**src/sv/btop_pkg.sv**
```systemverilog
// ----------------------------------------------------------------------------
// btop_pkg
// Shared types, register codes and helpers for the binomial tree pricer.
// ----------------------------------------------------------------------------
package btop_pkg;

    localparam int CFG_IDX_W = 8;
    localparam int STEPS_W   = 9;

    // configuration register indexes
    localparam logic [CFG_IDX_W-1:0] REG_UP_FACTOR   = 8'd0;
    localparam logic [CFG_IDX_W-1:0] REG_DOWN_FACTOR = 8'd1;
    localparam logic [CFG_IDX_W-1:0] REG_UP_PROB     = 8'd2;
    localparam logic [CFG_IDX_W-1:0] REG_DISCOUNT    = 8'd3;

    // configuration reset values
    localparam logic [31:0] UP_FACTOR_RST   = 32'd1181116006;
    localparam logic [31:0] DOWN_FACTOR_RST = 32'd966367642;
    localparam logic [31:0] UP_PROB_RST     = 32'd1073741824;
    localparam logic [31:0] DISCOUNT_RST    = 32'd2126221434;

    localparam logic [31:0] ONE_Q31 = 32'h8000_0000;

    typedef struct packed {
        logic [31:0]        spot;
        logic [31:0]        strike;
        logic [STEPS_W-1:0] steps;
        logic               is_put;
        logic               american;
    } in_item_t;

    typedef struct packed {
        logic [31:0] price;
        logic        overflow;
    } out_item_t;

    // datapath commands
    typedef enum logic [3:0] {
        DP_NOP,
        DP_LOAD,
        DP_L_NODE,
        DP_L_DNM,
        DP_L_DNR,
        DP_L_UPM,
        DP_L_UPR,
        DP_F_START,
        DP_F_RDL,
        DP_F_RDU,
        DP_F_M1,
        DP_F_M2,
        DP_F_M3,
        DP_F_M4,
        DP_F_WR,
        DP_OUT
    } dp_op_t;

    // controller states
    typedef enum logic [3:0] {
        S_IDLE,
        S_L_NODE,
        S_L_DNM,
        S_L_DNR,
        S_L_UPM,
        S_L_UPR,
        S_F_START,
        S_F_RDL,
        S_F_RDU,
        S_F_M1,
        S_F_M2,
        S_F_M3,
        S_F_M4,
        S_F_WR,
        S_RD_ROOT,
        S_DONE
    } ctrl_state_t;

    // datapath status back to the controller
    typedef struct packed {
        logic n_zero;
        logic lvl_eq_n;
        logic k_eq_n;
        logic k_eq_lvl;
        logic lvl_zero;
    } dp_status_t;

    // exercise payoff, exact in Q16.16
    function automatic logic [31:0] payoff(input logic [31:0] s,
                                           input logic [31:0] k,
                                           input logic        put);
        logic [31:0] r;
        if (put)
            r = (s < k) ? (k - s) : 32'd0;
        else
            r = (s > k) ? (s - k) : 32'd0;
        return r;
    endfunction

endpackage

```
**src/sv/btop_ctrl.sv**
```systemverilog
// ----------------------------------------------------------------------------
// btop_ctrl
// Sequencer: leaf fill, backward fold and result hand-off.
// ----------------------------------------------------------------------------
module btop_ctrl
    import btop_pkg::*;
(
    input  logic       clk,
    input  logic       rst_n,
    input  logic       in_valid,
    output logic       in_ready,
    output logic       out_valid,
    input  logic       out_ready,
    input  dp_status_t status,
    output dp_op_t     op
);

    ctrl_state_t state_reg, state_next;
    logic        out_valid_reg, out_valid_next;

    always_ff @(posedge clk or negedge rst_n)
    begin
        if (!rst_n)
        begin
            state_reg     <= S_IDLE;
            out_valid_reg <= 1'b0;
        end
        else
        begin
            state_reg     <= state_next;
            out_valid_reg <= out_valid_next;
        end
    end

    // next state and commands
    always_comb
    begin
        state_next     = state_reg;
        op             = DP_NOP;
        out_valid_next = out_valid_reg && !out_ready;
        unique case (state_reg)
            S_IDLE:
            begin
                if (in_valid)
                begin
                    op         = DP_LOAD;
                    state_next = S_L_NODE;
                end
            end
            S_L_NODE:
            begin
                op = DP_L_NODE;
                if (status.lvl_eq_n)
                begin
                    if (status.k_eq_n)
                        state_next = status.n_zero ? S_RD_ROOT : S_F_START;
                    else
                        state_next = S_L_UPM;
                end
                else
                begin
                    state_next = S_L_DNM;
                end
            end
            S_L_DNM:
            begin
                op         = DP_L_DNM;
                state_next = S_L_DNR;
            end
            S_L_DNR:
            begin
                op         = DP_L_DNR;
                state_next = S_L_NODE;
            end
            S_L_UPM:
            begin
                op         = DP_L_UPM;
                state_next = S_L_UPR;
            end
            S_L_UPR:
            begin
                op         = DP_L_UPR;
                state_next = S_L_NODE;
            end
            S_F_START:
            begin
                op         = DP_F_START;
                state_next = S_F_RDL;
            end
            S_F_RDL:
            begin
                op         = DP_F_RDL;
                state_next = S_F_RDU;
            end
            S_F_RDU:
            begin
                op         = DP_F_RDU;
                state_next = S_F_M1;
            end
            S_F_M1:
            begin
                op         = DP_F_M1;
                state_next = S_F_M2;
            end
            S_F_M2:
            begin
                op         = DP_F_M2;
                state_next = S_F_M3;
            end
            S_F_M3:
            begin
                op         = DP_F_M3;
                state_next = S_F_M4;
            end
            S_F_M4:
            begin
                op         = DP_F_M4;
                state_next = S_F_WR;
            end
            S_F_WR:
            begin
                op = DP_F_WR;
                if (status.k_eq_lvl && status.lvl_zero)
                    state_next = S_RD_ROOT;
                else
                    state_next = S_F_RDL;
            end
            S_RD_ROOT:
            begin
                // root was just written; re-read it before hand-off
                state_next = S_DONE;
            end
            S_DONE:
            begin
                // load the output register once it is free
                if (!out_valid_reg || out_ready)
                begin
                    op             = DP_OUT;
                    out_valid_next = 1'b1;
                    state_next     = S_IDLE;
                end
            end
            default:
            begin
                state_next = S_IDLE;
            end
        endcase
    end

    assign in_ready  = (state_reg == S_IDLE);
    assign out_valid = out_valid_reg;

endmodule

```
**config.mk**
```make
export PLATFORM = sky130hd
export DESIGN_NAME = btop_ctrl
export DESIGN_NICKNAME = d
export VERILOG_FILES = /design/src/sv/btop_pkg.sv /design/src/sv/btop_ctrl.sv
export SDC_FILE = /design/constraint.sdc
export NUM_CORES = 1
export LEC_CHECK = 0
export ABC_CLOCK_PERIOD_IN_PS = 3200
export BUFFER_PORTS_ARGS = -buffer_cell sky130_fd_sc_hd__buf_4
export CAP_MARGIN = 20
export CORE_AREA = 2 2 39 41
export DETAILED_ROUTE_END_ITERATION = 10
export DIE_AREA = 0 0 41 43
export PLACE_DENSITY = 0.61
export REMOVE_ABC_BUFFERS = 1
export SLEW_MARGIN = 20
export SYNTH_ARGS = -nofsm -noshare
export SYNTH_HDL_FRONTEND = slang
export SYNTH_SLANG_ARGS = --single-unit
```
**constraint.sdc**
```tcl
create_clock -name clk -period 3.2 [get_ports clk]
set_clock_uncertainty 0.15 [all_clocks]
set_input_delay 0.32 -clock clk [delete_from_list [all_inputs] [get_ports clk]]
set_output_delay 0.32 -clock clk [all_outputs]
set_load 0.02 [all_outputs]
```
==> impl_metrics.tcl <==
set metrics [dict create \
    die_w_um 41 \
    synthAdderAreaFrac_pct 0 \
    layout_commonest_cell "buf_4" \
    grt_pass1_vias 409 \
    syn_area_sq_um 431.7 \
    cts_buffer_depth 2 \
    die_area_sq_um 1763 \
    timing_worst_setup_path_type "register to output port" \
    diodes 0 \
    syn_area_per_cell_sq_um 7.848 \
    synth_top_family_by_area "compound AO/OA/AOI/OAI gates" \
    syn_to_final_growth_pct 30.72 \
    drtIter0Drc 5 \
    rows 14 \
    setup_viol 0 \
    grt_first_pass_wirelength_um 1697 \
    die_y_um 43 \
    slew_viol_final 0 \
    fin_util_pct 40.78 \
    rsz0062_at_grt "no" \
    powerDensity_nw_per_um2 1040 \
    dp_hpwl_um 773.4 \
    worst-endpoint-arrival_ns 1.59 \
    cts_tree "built" \
    synth_compound_area_share_pct 32.75 \
    fmax_ghz 0.4852 \
    drt_pass1_iterations 4 \
    vias 459 \
    clock_latency_ns 0.24 \
    worstSetupStartpointType "register" \
    post_cts_buffers 0 \
    core_area_sq_um 1384 \
    grt_start_max_net_pins 17 \
    maxCapViolCount 0 \
    place_congestion 0.8211 \
    antenna_found_initial 0 \
    run_status "complete, no violations" \
    yosysUniqueCellTypes 30 \
    hold_viol_final 0 \
    synth_mux_area_share_pct 2.319 \
    final_cell_mix "buf_4, nand2_1, o21ai_1, dfrtp_1" \
    ys_warn_count 0 \
    largest_reg_flops 4 \
    drive_gt1_share_pct 34.29 \
    via_per_inst 5.337 \
    crit_path_max_fanout 14 \
    wl_um 1039 \
    cts-root-buf "clkbuf_4" \
    hp-class "primary input to register" \
    synth_ff_type "dfrtp_1" \
    gr-usage-all-layers_pct 13.97 \
    cts.sinks 5 \
    p_leak_nw 0.2462 \
    io_pins 15 \
    ant_nets 0 \
    synth_seq_cells 5 \
    worstSetupEndpointType "output port" \
    fin_crit_sh_pct 64.41 \
    drcViolationCount 0 \
    start_util_pct 31.19 \
    synth-simple-area-share_pct 25.80 \
    synthCells 55 \
    cts-buffers-inserted 3 \
    synthArstFlopShare_pct 100.0 \
    gr-total-overflow 0 \
    setup-tns-final_ns 0 \
    port_buffers 14 \
    routedWlPerCell_um 12.08 \
    cts.clk_slew.worst_paths_ns 0.05 \
    synth_edf_count 0 \
    seq_area_frac_synth_pct 28.99 \
    maxSlewHeadroom_pct 67.84 \
    htree_levels 1 \
    fin_hold_ws_ns 0.1837 \
    worstMarginPinSlew_ns 0.4824 \
    final_period_minus_worst_setup_slack_ns 2.061 \
    nets 80 \
    vdd_drop_max_mv 0.3802 \
    synth_xor_area_share_pct 0 \
    required_ns 2.73 \
]
## per-stage QoR
step	cells	setup slack (ns)	total power [mW]	instance area, sq um
finish	86	1.139	0.5871	564.3
global route	86	1.020	0.6367	564.3
CTS	86	1.146	0.5890	564.3
detailed placement	81	1.429	0.5123	528.0
global placement	81	1.470	0.5079	528.0
floorplan	51	1.528	0.3852	402.9
## cells in the mapped netlist (2+ instances only)
| cell type | count | area share [%] |
|---|---|---|
| a21oi_1 | 3 | 3.5 |
| buf_2 | 2 | 2.3 |
| dfrtp_1 | 5 | 29 |
| inv_1 | 3 | 2.6 |
| nand2_1 | 7 | 6.1 |
| nand3_1 | 3 | 3.5 |
| nor2_1 | 2 | 1.7 |
| nor3_1 | 2 | 2.3 |
| o21ai_0 | 3 | 3.5 |
| o21ai_1 | 5 | 5.8 |
## cell families after synthesis
family                 Yosys count
AOI/OAI and AO/OA               21
buffers and inverters            8
DFF                              5
muxes                            1
and+or+nand+nor                 20
## critical path, stage by stage, from the launching register on
cell and delay, ns:
dfrtp_1 0.63, inv_1 0.21, nor3_1 0.27, a211oi_2 0.05
buf_4 0.18
## metal layers
metal  global-route usage, %  share of wire [%]
met4                   2.667                  0
met5                       0                  0
met3                   6.283                5.3
met1                   18.06                 44
met2                   20.94                 50
## report_power, final
| group | internal [mW] | switching [mW] | leakage, nW | total (mW) |
|---|---|---|---|---|
| logic | 0.150 | 0.168 | 0.169 | 0.318 |
| registers | 0.0904 | 0.103 | 0.0621 | 0.193 |
| clock network | 0.0473 | 0.0285 | 0.0150 | 0.0758 |
## layout make-up
cell class	count	area [sq um]
well taps	16	20.02
multi-input cells	42	262.8
flip-flops and latches	5	125.1
inverters	4	15.01
repair buffers	15	115.1
fillers	149	819.5
clock buffers	4	26.28
## timing repair
action | 4_1_cts | 5_1_grt
hold buffers | 1 | 0
resized for setup | 0 | 0
hold endpoints to repair | 5 | 0
## final timing paths
path                                       endpoint                startpoint  cells after the start  slack (ns)
min in group asynchronous  state_reg[1]$_DFFE_PN0P_                     rst_n                      2        0.26
max in group asynchronous  state_reg[0]$_DFFE_PN0P_                     rst_n                      2        2.54
min                        state_reg[0]$_DFFE_PN0P_                  in_valid                      3        0.18
min reg2reg                     out_valid$_DFF_PN0_       out_valid$_DFF_PN0_                      2        0.55
max                                           op[0]  state_reg[1]$_DFFE_PN0P_                      4        1.14
max reg2reg                state_reg[0]$_DFFE_PN0P_  state_reg[3]$_DFFE_PN0P_                      4        1.67
(Power assumes the default switching activity.)
